===== src/rtl/core/ces_pkg.sv =====
// ----------------------------------------------------------------------------
// ces_pkg
// Types and constants shared by the capture exposure stepper modules.
// ----------------------------------------------------------------------------
`default_nettype none

package ces_pkg;

	// Luma bounds for a bright day and for an overcast day or dusk.
	localparam logic [7:0] DAY_LUMA_LOW  = 8'd120;
	localparam logic [7:0] DAY_LUMA_HIGH = 8'd180;
	localparam logic [7:0] DIM_LUMA_LOW  = 8'd90;
	localparam logic [7:0] DIM_LUMA_HIGH = 8'd140;

	// Step sizes of one daytime adjustment.
	localparam logic [7:0]  GAIN_STEP    = 8'd10;
	localparam logic [15:0] SHUTTER_STEP = 16'd100;

	// Scene classes.
	localparam logic [1:0] ENV_BRIGHT = 2'd0;
	localparam logic [1:0] ENV_DIM    = 2'd1;

	// Values after reset.
	localparam logic [15:0] CUR_SHUTTER_RST     = 16'd300;
	localparam logic [7:0]  CUR_GAIN_RST        = 8'd60;
	localparam logic [7:0]  GAIN_CEILING_RST    = 8'd120;
	localparam logic [15:0] SHUTTER_CEILING_RST = 16'd3800;
	localparam logic [7:0]  GAIN_FLOOR_RST      = 8'd10;
	localparam logic [15:0] SHUTTER_FLOOR_RST   = 16'd200;
	localparam logic [15:0] MANUAL_SHUTTER_RST  = 16'd1500;
	localparam logic [7:0]  MANUAL_GAIN_RST     = 8'd60;

	// Configuration register indexes.
	localparam int CFG_ADDR_W = 3;
	localparam int CFG_DATA_W = 16;
	typedef enum logic [CFG_ADDR_W-1:0] {
		CFG_AUTO_ENABLE     = 3'd0,
		CFG_GAIN_CEILING    = 3'd1,
		CFG_SHUTTER_CEILING = 3'd2,
		CFG_GAIN_FLOOR      = 3'd3,
		CFG_SHUTTER_FLOOR   = 3'd4,
		CFG_MANUAL_SHUTTER  = 3'd5,
		CFG_MANUAL_GAIN     = 3'd6
	} cfg_idx_t;

	// Limits and manual values used by the back end.
	typedef struct packed {
		logic [7:0]  gain_ceiling;
		logic [15:0] shutter_ceiling;
		logic [7:0]  gain_floor;
		logic [15:0] shutter_floor;
		logic [15:0] manual_shutter;
		logic [7:0]  manual_gain;
	} limits_t;

	// Classified operation of one input word.
	typedef enum logic [2:0] {
		OP_ACK   = 3'd0,
		OP_HOLD  = 3'd1,
		OP_SCENE = 3'd2,
		OP_DAY   = 3'd3,
		OP_NIGHT = 3'd4
	} op_t;

	// Command word passed from the front end to the back end.
	typedef struct packed {
		op_t        op;
		logic       dim;
		logic [7:0] luma;
	} cmd_t;

	// Result word.
	typedef struct packed {
		logic [15:0] shutter;
		logic [7:0]  gain;
		logic        apply;
	} res_t;

endpackage

`default_nettype wire


===== src/rtl/core/ces_fifo.sv =====
// ----------------------------------------------------------------------------
// ces_fifo
// Small synchronous queue with registered storage and an occupancy count.
// ----------------------------------------------------------------------------
`default_nettype none

module ces_fifo #(
	parameter int WIDTH = 8,
	parameter int DEPTH = 2
) (
	input  wire logic             clk,
	input  wire logic             arst_n,
	input  wire logic             push,
	input  wire logic [WIDTH-1:0] wdata,
	output logic                  full,
	input  wire logic             pop,
	output logic [WIDTH-1:0]      rdata,
	output logic                  empty
);

	localparam int PTR_W = (DEPTH > 1) ? $clog2(DEPTH) : 1;
	localparam int CNT_W = $clog2(DEPTH + 1);

	logic [WIDTH-1:0] store_q [DEPTH];
	logic [PTR_W-1:0] wr_ptr_q;
	logic [PTR_W-1:0] rd_ptr_q;
	logic [CNT_W-1:0] count_q;
	logic             do_push;
	logic             do_pop;

	assign full    = (count_q == CNT_W'(DEPTH));
	assign empty   = (count_q == '0);
	assign do_push = push && !full;
	assign do_pop  = pop && !empty;
	assign rdata   = store_q[rd_ptr_q];

	// Storage is written at the write pointer and needs no reset.
	always_ff @(posedge clk) begin
		if (do_push) begin
			store_q[wr_ptr_q] <= wdata;
		end
	end

	// Pointers wrap at the depth; the count tracks occupancy.
	always_ff @(posedge clk or negedge arst_n) begin
		if (!arst_n) begin
			wr_ptr_q <= '0;
			rd_ptr_q <= '0;
			count_q  <= '0;
		end else begin
			if (do_push) begin
				wr_ptr_q <= (wr_ptr_q == PTR_W'(DEPTH - 1)) ? '0 : wr_ptr_q + 1'b1;
			end
			if (do_pop) begin
				rd_ptr_q <= (rd_ptr_q == PTR_W'(DEPTH - 1)) ? '0 : rd_ptr_q + 1'b1;
			end
			if (do_push && !do_pop) begin
				count_q <= count_q + 1'b1;
			end else if (do_pop && !do_push) begin
				count_q <= count_q - 1'b1;
			end
		end
	end

endmodule

`default_nettype wire


===== src/rtl/core/ces_front.sv =====
// ----------------------------------------------------------------------------
// ces_front
// Accepts input words and classifies each into a command for the back end.
// ----------------------------------------------------------------------------
`default_nettype none

module ces_front (
	input  wire logic         push,
	input  wire logic         queue_full,
	input  wire logic         auto_enable,
	input  wire logic         func,
	input  wire logic [7:0]   avg_luma,
	input  wire logic [1:0]   env_class,
	input  wire logic         scene_changed,
	output logic              cmd_push,
	output ces_pkg::cmd_t     cmd
);

	assign cmd_push = push && !queue_full;

	// Decide the operation; a scene change outranks the scene class.
	always_comb begin
		cmd.luma = avg_luma;
		cmd.dim  = (env_class == ces_pkg::ENV_DIM);
		if (func) begin
			cmd.op = ces_pkg::OP_ACK;
		end else if (!auto_enable) begin
			cmd.op = ces_pkg::OP_HOLD;
		end else if (scene_changed) begin
			cmd.op = ces_pkg::OP_SCENE;
		end else if (env_class inside {ces_pkg::ENV_BRIGHT, ces_pkg::ENV_DIM}) begin
			cmd.op = ces_pkg::OP_DAY;
		end else begin
			cmd.op = ces_pkg::OP_NIGHT;
		end
	end

endmodule

`default_nettype wire


===== src/rtl/core/ces_back.sv =====
// ----------------------------------------------------------------------------
// ces_back
// Carries out classified commands: holds shutter, gain, the pair accumulator
// and the pending flag, and forms one result word per command.
// ----------------------------------------------------------------------------
`default_nettype none

module ces_back (
	input  wire logic            clk,
	input  wire logic            arst_n,
	input  wire ces_pkg::limits_t lim,
	input  wire logic            cmd_valid,
	input  wire ces_pkg::cmd_t   cmd,
	input  wire logic            res_full,
	output logic                 cmd_pop,
	output logic                 res_push,
	output ces_pkg::res_t        res
);

	logic [15:0] shutter_q;
	logic [7:0]  gain_q;
	logic        pair_q;
	logic [7:0]  lsum_q;
	logic        pend_q;

	logic [15:0] shutter_d;
	logic [7:0]  gain_d;
	logic        pair_d;
	logic [7:0]  lsum_d;
	logic        pend_d;
	logic        fresh;

	logic [8:0]  pair_sum;
	logic [7:0]  pair_avg;
	logic [7:0]  lo_bound;
	logic [7:0]  hi_bound;
	logic [8:0]  gain_inc;
	logic [8:0]  gain_lim;
	logic [16:0] shutter_inc;
	logic [16:0] shutter_lim;
	logic [7:0]  gain_up;
	logic [7:0]  gain_dn;
	logic [15:0] shutter_up;
	logic [15:0] shutter_dn;
	logic [7:0]  gain_step;
	logic [15:0] shutter_new;
	logic        differs;

	assign cmd_pop  = cmd_valid && !res_full;
	assign res_push = cmd_pop;

	// Pair average and the bounds of the scene class.
	assign pair_sum = {1'b0, lsum_q} + {1'b0, cmd.luma};
	assign pair_avg = pair_sum[8:1];
	assign lo_bound = cmd.dim ? ces_pkg::DIM_LUMA_LOW : ces_pkg::DAY_LUMA_LOW;
	assign hi_bound = cmd.dim ? ces_pkg::DIM_LUMA_HIGH : ces_pkg::DAY_LUMA_HIGH;

	// One step up, limited to the ceiling.
	assign gain_inc    = {1'b0, gain_q} + {1'b0, ces_pkg::GAIN_STEP};
	assign shutter_inc = {1'b0, shutter_q} + {1'b0, ces_pkg::SHUTTER_STEP};
	assign gain_up     = (gain_q < lim.gain_ceiling && gain_inc <= {1'b0, lim.gain_ceiling})
		? gain_inc[7:0] : lim.gain_ceiling;
	assign shutter_up  = (shutter_q < lim.shutter_ceiling
		&& shutter_inc <= {1'b0, lim.shutter_ceiling})
		? shutter_inc[15:0] : lim.shutter_ceiling;

	// One step down, limited to the floor.
	assign gain_lim    = {1'b0, lim.gain_floor} + {1'b0, ces_pkg::GAIN_STEP};
	assign shutter_lim = {1'b0, lim.shutter_floor} + {1'b0, ces_pkg::SHUTTER_STEP};
	assign gain_dn     = ({1'b0, gain_q} >= gain_lim)
		? gain_q - ces_pkg::GAIN_STEP : lim.gain_floor;
	assign shutter_dn  = ({1'b0, shutter_q} >= shutter_lim)
		? shutter_q - ces_pkg::SHUTTER_STEP : lim.shutter_floor;

	// Outcome of a completed pair.
	always_comb begin
		if (pair_avg < lo_bound) begin
			gain_step   = gain_up;
			shutter_new = shutter_up;
		end else if (pair_avg > hi_bound) begin
			gain_step   = gain_dn;
			shutter_new = shutter_dn;
		end else begin
			gain_step   = gain_q;
			shutter_new = shutter_q;
		end
	end

	assign differs = (shutter_q != lim.manual_shutter) || (gain_q != lim.manual_gain);

	// Next state for the command at the head of the queue.
	always_comb begin
		shutter_d = shutter_q;
		gain_d    = gain_q;
		pair_d    = pair_q;
		lsum_d    = lsum_q;
		pend_d    = pend_q;
		fresh     = 1'b0;
		case (cmd.op)
			ces_pkg::OP_ACK: begin
				pend_d = 1'b0;
			end
			ces_pkg::OP_SCENE: begin
				if (!pend_q) begin
					shutter_d = lim.manual_shutter;
					gain_d    = lim.manual_gain;
					pend_d    = 1'b1;
					fresh     = 1'b1;
				end
			end
			ces_pkg::OP_DAY: begin
				if (!pend_q) begin
					if (!pair_q) begin
						pair_d = 1'b1;
						lsum_d = cmd.luma;
					end else begin
						shutter_d = shutter_new;
						gain_d    = gain_step;
						pair_d    = 1'b0;
						lsum_d    = '0;
						fresh     = (shutter_new != shutter_q) || (gain_step != gain_q);
						pend_d    = fresh;
					end
				end
			end
			ces_pkg::OP_NIGHT: begin
				if (!pend_q && differs) begin
					shutter_d = lim.manual_shutter;
					gain_d    = lim.manual_gain;
					pend_d    = 1'b1;
					fresh     = 1'b1;
				end
			end
			default: begin
			end
		endcase
	end

	assign res.shutter = shutter_d;
	assign res.gain    = gain_d;
	assign res.apply   = fresh;

	// State advances once per executed command.
	always_ff @(posedge clk or negedge arst_n) begin
		if (!arst_n) begin
			shutter_q <= ces_pkg::CUR_SHUTTER_RST;
			gain_q    <= ces_pkg::CUR_GAIN_RST;
			pair_q    <= 1'b0;
			lsum_q    <= '0;
			pend_q    <= 1'b0;
		end else if (cmd_pop) begin
			shutter_q <= shutter_d;
			gain_q    <= gain_d;
			pair_q    <= pair_d;
			lsum_q    <= lsum_d;
			pend_q    <= pend_d;
		end
	end

endmodule

`default_nettype wire


===== src/rtl/core/capture_exposure_stepper_core.sv =====
// ----------------------------------------------------------------------------
// capture_exposure_stepper_core
// Steps capture shutter and gain from pairs of frame luma measurements, with
// manual reload at night or on scene change and an acknowledge handshake.
//
//   Channel   Direction  Handshake          Words
//   input     in         push / full        func, avg_luma, env_class,
//                                            scene_changed
//   result    out        empty / pop        shutter_out, gain_out, apply_request
//   config    in         cfg_wr_en          cfg_addr, cfg_wdata
//
// One word is accepted and one result produced per cycle when neither side
// stalls. A word is classified on entry into the command queue, executed by
// the back end at the queue head and registered in the result queue, which
// feeds the result ports. Reset clears the queues and loads the reset values
// of exposure state and configuration registers. The queues let either side
// stall on its own; full rises only when CMD_DEPTH commands are queued.
// ----------------------------------------------------------------------------
`default_nettype none

module capture_exposure_stepper_core #(
	parameter int CMD_DEPTH = 2,
	parameter int RES_DEPTH = 2
) (
	input  wire logic                            clk,
	input  wire logic                            arst_n,
	input  wire logic                            cfg_wr_en,
	input  wire logic [ces_pkg::CFG_ADDR_W-1:0]  cfg_addr,
	input  wire logic [ces_pkg::CFG_DATA_W-1:0]  cfg_wdata,
	input  wire logic                            push,
	output logic                                 full,
	input  wire logic                            func,
	input  wire logic [7:0]                      avg_luma,
	input  wire logic [1:0]                      env_class,
	input  wire logic                            scene_changed,
	output logic                                 empty,
	input  wire logic                            pop,
	output logic [15:0]                          shutter_out,
	output logic [7:0]                           gain_out,
	output logic                                 apply_request
);

	logic             auto_enable_q;
	ces_pkg::limits_t lim_q;

	logic             cmd_push;
	ces_pkg::cmd_t    cmd_in;
	ces_pkg::cmd_t    cmd_head;
	logic             cmd_empty;
	logic             cmd_pop;
	logic             res_push;
	logic             res_full;
	ces_pkg::res_t    res_in;
	ces_pkg::res_t    res_head;

	// Configuration registers, written by index.
	always_ff @(posedge clk or negedge arst_n) begin
		if (!arst_n) begin
			auto_enable_q         <= 1'b0;
			lim_q.gain_ceiling    <= ces_pkg::GAIN_CEILING_RST;
			lim_q.shutter_ceiling <= ces_pkg::SHUTTER_CEILING_RST;
			lim_q.gain_floor      <= ces_pkg::GAIN_FLOOR_RST;
			lim_q.shutter_floor   <= ces_pkg::SHUTTER_FLOOR_RST;
			lim_q.manual_shutter  <= ces_pkg::MANUAL_SHUTTER_RST;
			lim_q.manual_gain     <= ces_pkg::MANUAL_GAIN_RST;
		end else if (cfg_wr_en) begin
			case (cfg_addr)
				ces_pkg::CFG_AUTO_ENABLE:     auto_enable_q         <= cfg_wdata[0];
				ces_pkg::CFG_GAIN_CEILING:    lim_q.gain_ceiling    <= cfg_wdata[7:0];
				ces_pkg::CFG_SHUTTER_CEILING: lim_q.shutter_ceiling <= cfg_wdata;
				ces_pkg::CFG_GAIN_FLOOR:      lim_q.gain_floor      <= cfg_wdata[7:0];
				ces_pkg::CFG_SHUTTER_FLOOR:   lim_q.shutter_floor   <= cfg_wdata;
				ces_pkg::CFG_MANUAL_SHUTTER:  lim_q.manual_shutter  <= cfg_wdata;
				ces_pkg::CFG_MANUAL_GAIN:     lim_q.manual_gain     <= cfg_wdata[7:0];
				default: begin
				end
			endcase
		end
	end

	// Front end: classification of incoming words.
	ces_front u_front (
		.push          (push),
		.queue_full    (full),
		.auto_enable   (auto_enable_q),
		.func          (func),
		.avg_luma      (avg_luma),
		.env_class     (env_class),
		.scene_changed (scene_changed),
		.cmd_push      (cmd_push),
		.cmd           (cmd_in)
	);

	// Command queue between front and back.
	ces_fifo #(
		.WIDTH ($bits(ces_pkg::cmd_t)),
		.DEPTH (CMD_DEPTH)
	) u_cmd_fifo (
		.clk    (clk),
		.arst_n (arst_n),
		.push   (cmd_push),
		.wdata  (cmd_in),
		.full   (full),
		.pop    (cmd_pop),
		.rdata  (cmd_head),
		.empty  (cmd_empty)
	);

	// Back end: exposure state and stepping.
	ces_back u_back (
		.clk       (clk),
		.arst_n    (arst_n),
		.lim       (lim_q),
		.cmd_valid (!cmd_empty),
		.cmd       (cmd_head),
		.res_full  (res_full),
		.cmd_pop   (cmd_pop),
		.res_push  (res_push),
		.res       (res_in)
	);

	// Result queue towards the consumer.
	ces_fifo #(
		.WIDTH ($bits(ces_pkg::res_t)),
		.DEPTH (RES_DEPTH)
	) u_res_fifo (
		.clk    (clk),
		.arst_n (arst_n),
		.push   (res_push),
		.wdata  (res_in),
		.full   (res_full),
		.pop    (pop),
		.rdata  (res_head),
		.empty  (empty)
	);

	assign shutter_out   = res_head.shutter;
	assign gain_out      = res_head.gain;
	assign apply_request = res_head.apply;

endmodule

`default_nettype wire

===== config.mk =====
export PLATFORM = sky130hd
export DESIGN_NAME = capture_exposure_stepper_core
export DESIGN_NICKNAME = d
export VERILOG_FILES = /design/src/rtl/core/ces_pkg.sv /design/src/rtl/core/ces_fifo.sv /design/src/rtl/core/ces_front.sv /design/src/rtl/core/ces_back.sv /design/src/rtl/core/capture_exposure_stepper_core.sv
export SDC_FILE = /design/constraint.sdc
export NUM_CORES = 1
export LEC_CHECK = 0
export ABC_CLOCK_PERIOD_IN_PS = 8000
export BUFFER_PORTS_ARGS = -buffer_cell sky130_fd_sc_hd__buf_2
export CAP_MARGIN = 20
export CORE_UTILIZATION = 45
export CTS_CLUSTER_SIZE = 40
export DETAILED_ROUTE_END_ITERATION = 10
export GPL_ROUTABILITY_DRIVEN = 0
export PLACE_DENSITY = 0.68
export RECOVER_POWER = 25
export SYNTH_ARGS = -nofsm -noshare
export SYNTH_HDL_FRONTEND = slang
export SYNTH_SLANG_ARGS = --single-unit

===== constraint.sdc =====
create_clock -name clk -period 8 [get_ports clk]
set_input_delay 1.2 -clock clk [delete_from_list [all_inputs] [get_ports clk]]
set_output_delay 1.2 -clock clk [all_outputs]
set_load 0.03 [all_outputs]

==> report_table.html <==
<table>
<tr><th>Metric</th><th>Value</th></tr>
<tr><th colspan="2">Detailed routing</th></tr>
<tr><td>Final routed wirelength across all metal layers</td><td>35.81 mm</td></tr>
<tr><td>Vias after detailed routing</td><td>10460</td></tr>
<tr><td>Antenna violation net count after detailed routing</td><td>0</td></tr>
<tr><td>Via density per instance</td><td>6.083</td></tr>
<tr><td>Detailed Routing Iterations Pass 1</td><td>5</td></tr>
<tr><td>Detail-routed net length per standard cell</td><td>20.82 um</td></tr>
<tr><td>Number of design rule violations left after detail routing</td><td>0</td></tr>
<tr><td>First DRT Iteration DRCs</td><td>1028</td></tr>
<tr><th colspan="2">Synth</th></tr>
<tr><td>Post-Syn Nets</td><td>1425</td></tr>
<tr><td>Share of the synthesized area in the top cell type</td><td>17.32%</td></tr>
<tr><td>Leading cell types by count after synthesis</td><td>nand2_1, mux2_2, o21ai_0, ha_1</td></tr>
<tr><td>Flip-flop and latch count after synthesis</td><td>189</td></tr>
<tr><td>Per-instance average area after synthesis</td><td>9.861 um^2</td></tr>
<tr><td>Synth Area in XOR/XNOR</td><td>6.349%</td></tr>
<tr><td>Post-Synth Simple-Gate Area</td><td>12.76%</td></tr>
<tr><td>Fraction of registers with async set or reset after synthesis</td><td>60.85%</td></tr>
<tr><td>Cell with the most instances after synthesis</td><td>nand2_1</td></tr>
<tr><td>Post-Synthesis Cells</td><td>1301</td></tr>
<tr><td>Number of synthesized flops with an enable pin</td><td>74</td></tr>
<tr><td>Post-synthesis compound-gate area fraction</td><td>17.54%</td></tr>
<tr><td>Most common flop cell mapped by yosys</td><td>dfrtp_1</td></tr>
<tr><td>Distinct cell type count after synthesis</td><td>80</td></tr>
<tr><td>Ys Warns</td><td>0</td></tr>
<tr><td>Most area-consuming cells after synthesis</td><td>edfxtp_1, dfrtp_1, mux2_2</td></tr>
<tr><td>Netlist area before placement</td><td>12830 um^2</td></tr>
<tr><td>Sequential-to-total area share from yosys stat</td><td>40.09%</td></tr>
<tr><td>Post-synth top area cell</td><td>edfxtp_1</td></tr>
<tr><td>Dominant combinational cell family by area after synthesis</td><td>compound AO/OA/AOI/OAI gates</td></tr>
<tr><td>Arithmetic-cell share of the synthesized area counting full adders, half adders and majority gates</td><td>8.641%</td></tr>
<tr><td>Proportion of synthesized area in mux cells</td><td>10.69%</td></tr>
<tr><th colspan="2">Global routing</th></tr>
<tr><td>Global routing usage summed across all routing layers</td><td>25.48%</td></tr>
<tr><td>Global-route wire length before repair</td><td>56.44 mm</td></tr>
<tr><td>Largest net degree at the start of global routing</td><td>61</td></tr>
<tr><td>Leftover overflow at the end of global routing</td><td>0</td></tr>
<tr><td>Via count of the first global-routing pass</td><td>9945</td></tr>
<tr><td>Initial antenna violation count</td><td>0</td></tr>
<tr><th colspan="2">Clock network</th></tr>
<tr><td>Inserted Clock Buffers</td><td>17</td></tr>
<tr><td>Clock transition at the registers of the reported paths</td><td>80 ps</td></tr>
<tr><td>H-tree level count</td><td>4</td></tr>
<tr><td>Clock root buffer master</td><td>clkbuf_16</td></tr>
<tr><td>Number of clock sinks</td><td>189</td></tr>
<tr><td>Post CTS Setup Buffer Count</td><td>0</td></tr>
<tr><td>Clock tree buffer depth</td><td>2</td></tr>
<tr><td>CTS Hold Bufs</td><td>0</td></tr>
<tr><td>Clock latency of the later-clocked register in the worst-skew pair</td><td>450 ps</td></tr>
<tr><td>CTS-repair resized insts</td><td>0</td></tr>
<tr><td>Clock tree from TritonCTS</td><td>done</td></tr>
<tr><th colspan="2">Outcome</th></tr>
<tr><td>Violations in the final reports</td><td>max-capacitance violations, max-slew violations</td></tr>
<tr><td>Outcome</td><td>finished, violations left</td></tr>
<tr><th colspan="2">STA</th></tr>
<tr><td>Fmax</td><td>166.6 MHz</td></tr>
<tr><td>Rel. slew slack</td><td>-114.6%</td></tr>
<tr><td>Slew at the pin closest to its max-slew limit</td><td>3219 ps</td></tr>
<tr><td>Clock Skews</td><td>12.60 ps</td></tr>
<tr><td>Unrepaired setup endpoints after global routing</td><td>false</td></tr>
<tr><td>Finish-stage setup viols</td><td>0</td></tr>
<tr><td>Minimum clock period</td><td>6002 ps</td></tr>
<tr><td>Total count of hold-check failures in the final report</td><td>0</td></tr>
<tr><td>Part of the cycle the worst path needs</td><td>75.02%</td></tr>
<tr><td>Max-slew violations</td><td>81</td></tr>
<tr><td>Total negative slack for setup checks</td><td>0 ps</td></tr>
<tr><th colspan="2">Final layout</th></tr>
<tr><td>Fraction of final layout cells with drive strength greater than 1</td><td>19.37%</td></tr>
<tr><td>Layout filler cell count</td><td>2565</td></tr>
<tr><td>Antenna diode instance count</td><td>0</td></tr>
<tr><td>Area overhead of the layout relative to synthesis</td><td>9.908%</td></tr>
<tr><td>Post-layout net count</td><td>1453</td></tr>
<tr><th colspan="2">Critical path</th></tr>
<tr><td>CP endpoint kind</td><td>flip-flop</td></tr>
<tr><td>Critical path start-end classification</td><td>reg -&gt; reg</td></tr>
<tr><td>Required @ worst endpoint</td><td>8160 ps</td></tr>
<tr><td>Setup crit start kind</td><td>flip-flop</td></tr>
<tr><td>Endpoint arrival time on the critical path</td><td>6160 ps</td></tr>
<tr><td>Worst-path fanout max</td><td>18</td></tr>
<tr><th colspan="2">Floorplan</th></tr>
<tr><td>Boundary Pins</td><td>63</td></tr>
<tr><td>Die boundary width</td><td>170.9 um</td></tr>
<tr><td>Site row count</td><td>61</td></tr>
<tr><td>Core region area</td><td>27930 um^2</td></tr>
<tr><td>Initial core utilization</td><td>45.93%</td></tr>
<tr><td>Die extent in y</td><td>170.9 um</td></tr>
<tr><td>Die Area</td><td>29190 um^2</td></tr>
<tr><th colspan="2">Worst hold path</th></tr>
<tr><td>Path class of the lowest-slack min-delay path</td><td>reg -&gt; reg</td></tr>
<tr><th colspan="2">Placed design</th></tr>
<tr><td>Number of I/O port buffers</td><td>62</td></tr>
<tr><td>Post-DP HPWL</td><td>26.48 mm</td></tr>
<tr><th colspan="2">Run</th></tr>
<tr><td>Max_cap viols</td><td>2</td></tr>
</table>
==> logic make-up after synthesis <==
family                     Yosys count
and+or+nand+nor                    347
buffers and inverters              123
AOI/OAI and AO/OA                  337
xor gates and xnor gates            93
DFF                                189
adders and majority gates           88
muxes                              124
==> final cells by class <==
cell class	instances	area (um^2)	share of cell area [%]
multi-input combinational	989	7202	51.07
sequential	189	5144	36.48
tap	378	473.0	3.354
timing repair buffer	80	436.7	3.097
clock buffer	17	425.4	3.017
clock inverter	15	225.2	1.597
inverter	52	195.2	1.384
==> layer usage <==
layer	up-vias	GRT usage (%)	wire [um]	part of all wire, %
li1	4847	-	-	-
met1	5014	35.67	15940	45
met2	518	37.83	15280	43
met3	83	5.806	3356	9.4
met4	0	10.40	1237	3.5
met5	-	0	0	0
==> through the flow <==
step	cells	hold WS [ps]	setup WS [ps]	util [%]	area [um^2]
finish	1720	481.8	1998	50.48	14100
global route	1720	511.5	1558	50.48	14100
CTS	1719	484.3	2111	50.51	14110
detailed placement	1687	469.6	2127	48.18	13460
global placement	1687	462.4	2270	48.18	13460
floorplan	1301	456.3	3226	-	12830
==> cell usage in the layout, fill, tap and decap left out, drive strengths merged, types with 5 or more instances in the layout <==
cell,Yosys,final
nor2b,10,10
o21a,12,12
a221o,12,12
a2bb2oi,5,5
nand4b,5,5
o21ai,101,101
a21o,16,16
clkbuf,51,24
xnor2,52,52
a221oi,10,10
o22ai,8,8
nand3,26,26
dfstp,35,35
a22oi,9,9
o31ai,11,11
nand4,14,14
nand2b,19,19
or3,5,5
ha,87,87
and3,11,11
a21oi,73,73
nand2,119,119
a32oi,6,6
a211oi,18,18
buf,20,73
mux2i,23,23
nor3,27,27
mux2,101,101
nor4,11,11
inv,51,60
edfxtp,74,74
a31oi,9,9
o211ai,5,5
clkinv,1,6
xor2,41,41
dfrtp,80,80
and2,9,9
nor2,80,80
==> path summary, 6_finish.rpt <==
kind / from / to / slack [ps] / cells after the start
worst max register to register: u_cmd_fifo.rd_ptr_q$_DFFE_PN0P_ / u_res_fifo.store_q[0][0]$_DFFE_PP_ / 2000 / 19
max in group asynchronous: arst_n / lim_q[40]$_DFFE_PN0P_ / 4090 / 2
worst max-delay path: u_cmd_fifo.rd_ptr_q$_DFFE_PN0P_ / u_res_fifo.store_q[0][0]$_DFFE_PP_ / 2000 / 19
worst min register to register: u_res_fifo.rd_ptr_q$_DFFE_PN0P_ / u_res_fifo.rd_ptr_q$_DFFE_PN0P_ / 480 / 1
min in group asynchronous: arst_n / lim_q[34]$_DFFE_PN0P_ / 1830 / 1
worst min-delay path: u_res_fifo.rd_ptr_q$_DFFE_PN0P_ / u_res_fifo.rd_ptr_q$_DFFE_PN0P_ / 480 / 1
==> critical path, cell delays in order (launching register included) <==
cell and delay [ps]:
dfrtp_1 800, mux2_2 420, ha_1 340, nor2b_1 170, o311ai_0 570, nand2b_1 110, a21oi_1 190, xnor2_1 100
ha_1 360, nand3_1 100, o31a_1 260, a2bb2oi_1 170, nor2_2 780, buf_4 340, nand2_1 110, nor2_1 160
or3_1 140, nand4b_1 160, nor4_1 280, o21bai_1 140
==> flip-flops by register name, indices dropped and copies added, names as in the netlist <==
register,count
auto_enable_q,1
lim_q,72
u_back.gain_q,8
u_back.lsum_q,8
u_back.pair_q,1
u_back.pend_q,1
u_back.shutter_q,16
u_cmd_fifo.count_q,2
u_cmd_fifo.rd_ptr_q,1
u_cmd_fifo.store_q,24
u_cmd_fifo.wr_ptr_q,1
u_res_fifo.count_q,2
u_res_fifo.rd_ptr_q,1
u_res_fifo.store_q,50
u_res_fifo.wr_ptr_q,1
Power is not shown: default switching activity piles up to over one toggle a cycle in this logic, so the estimate is an artifact.
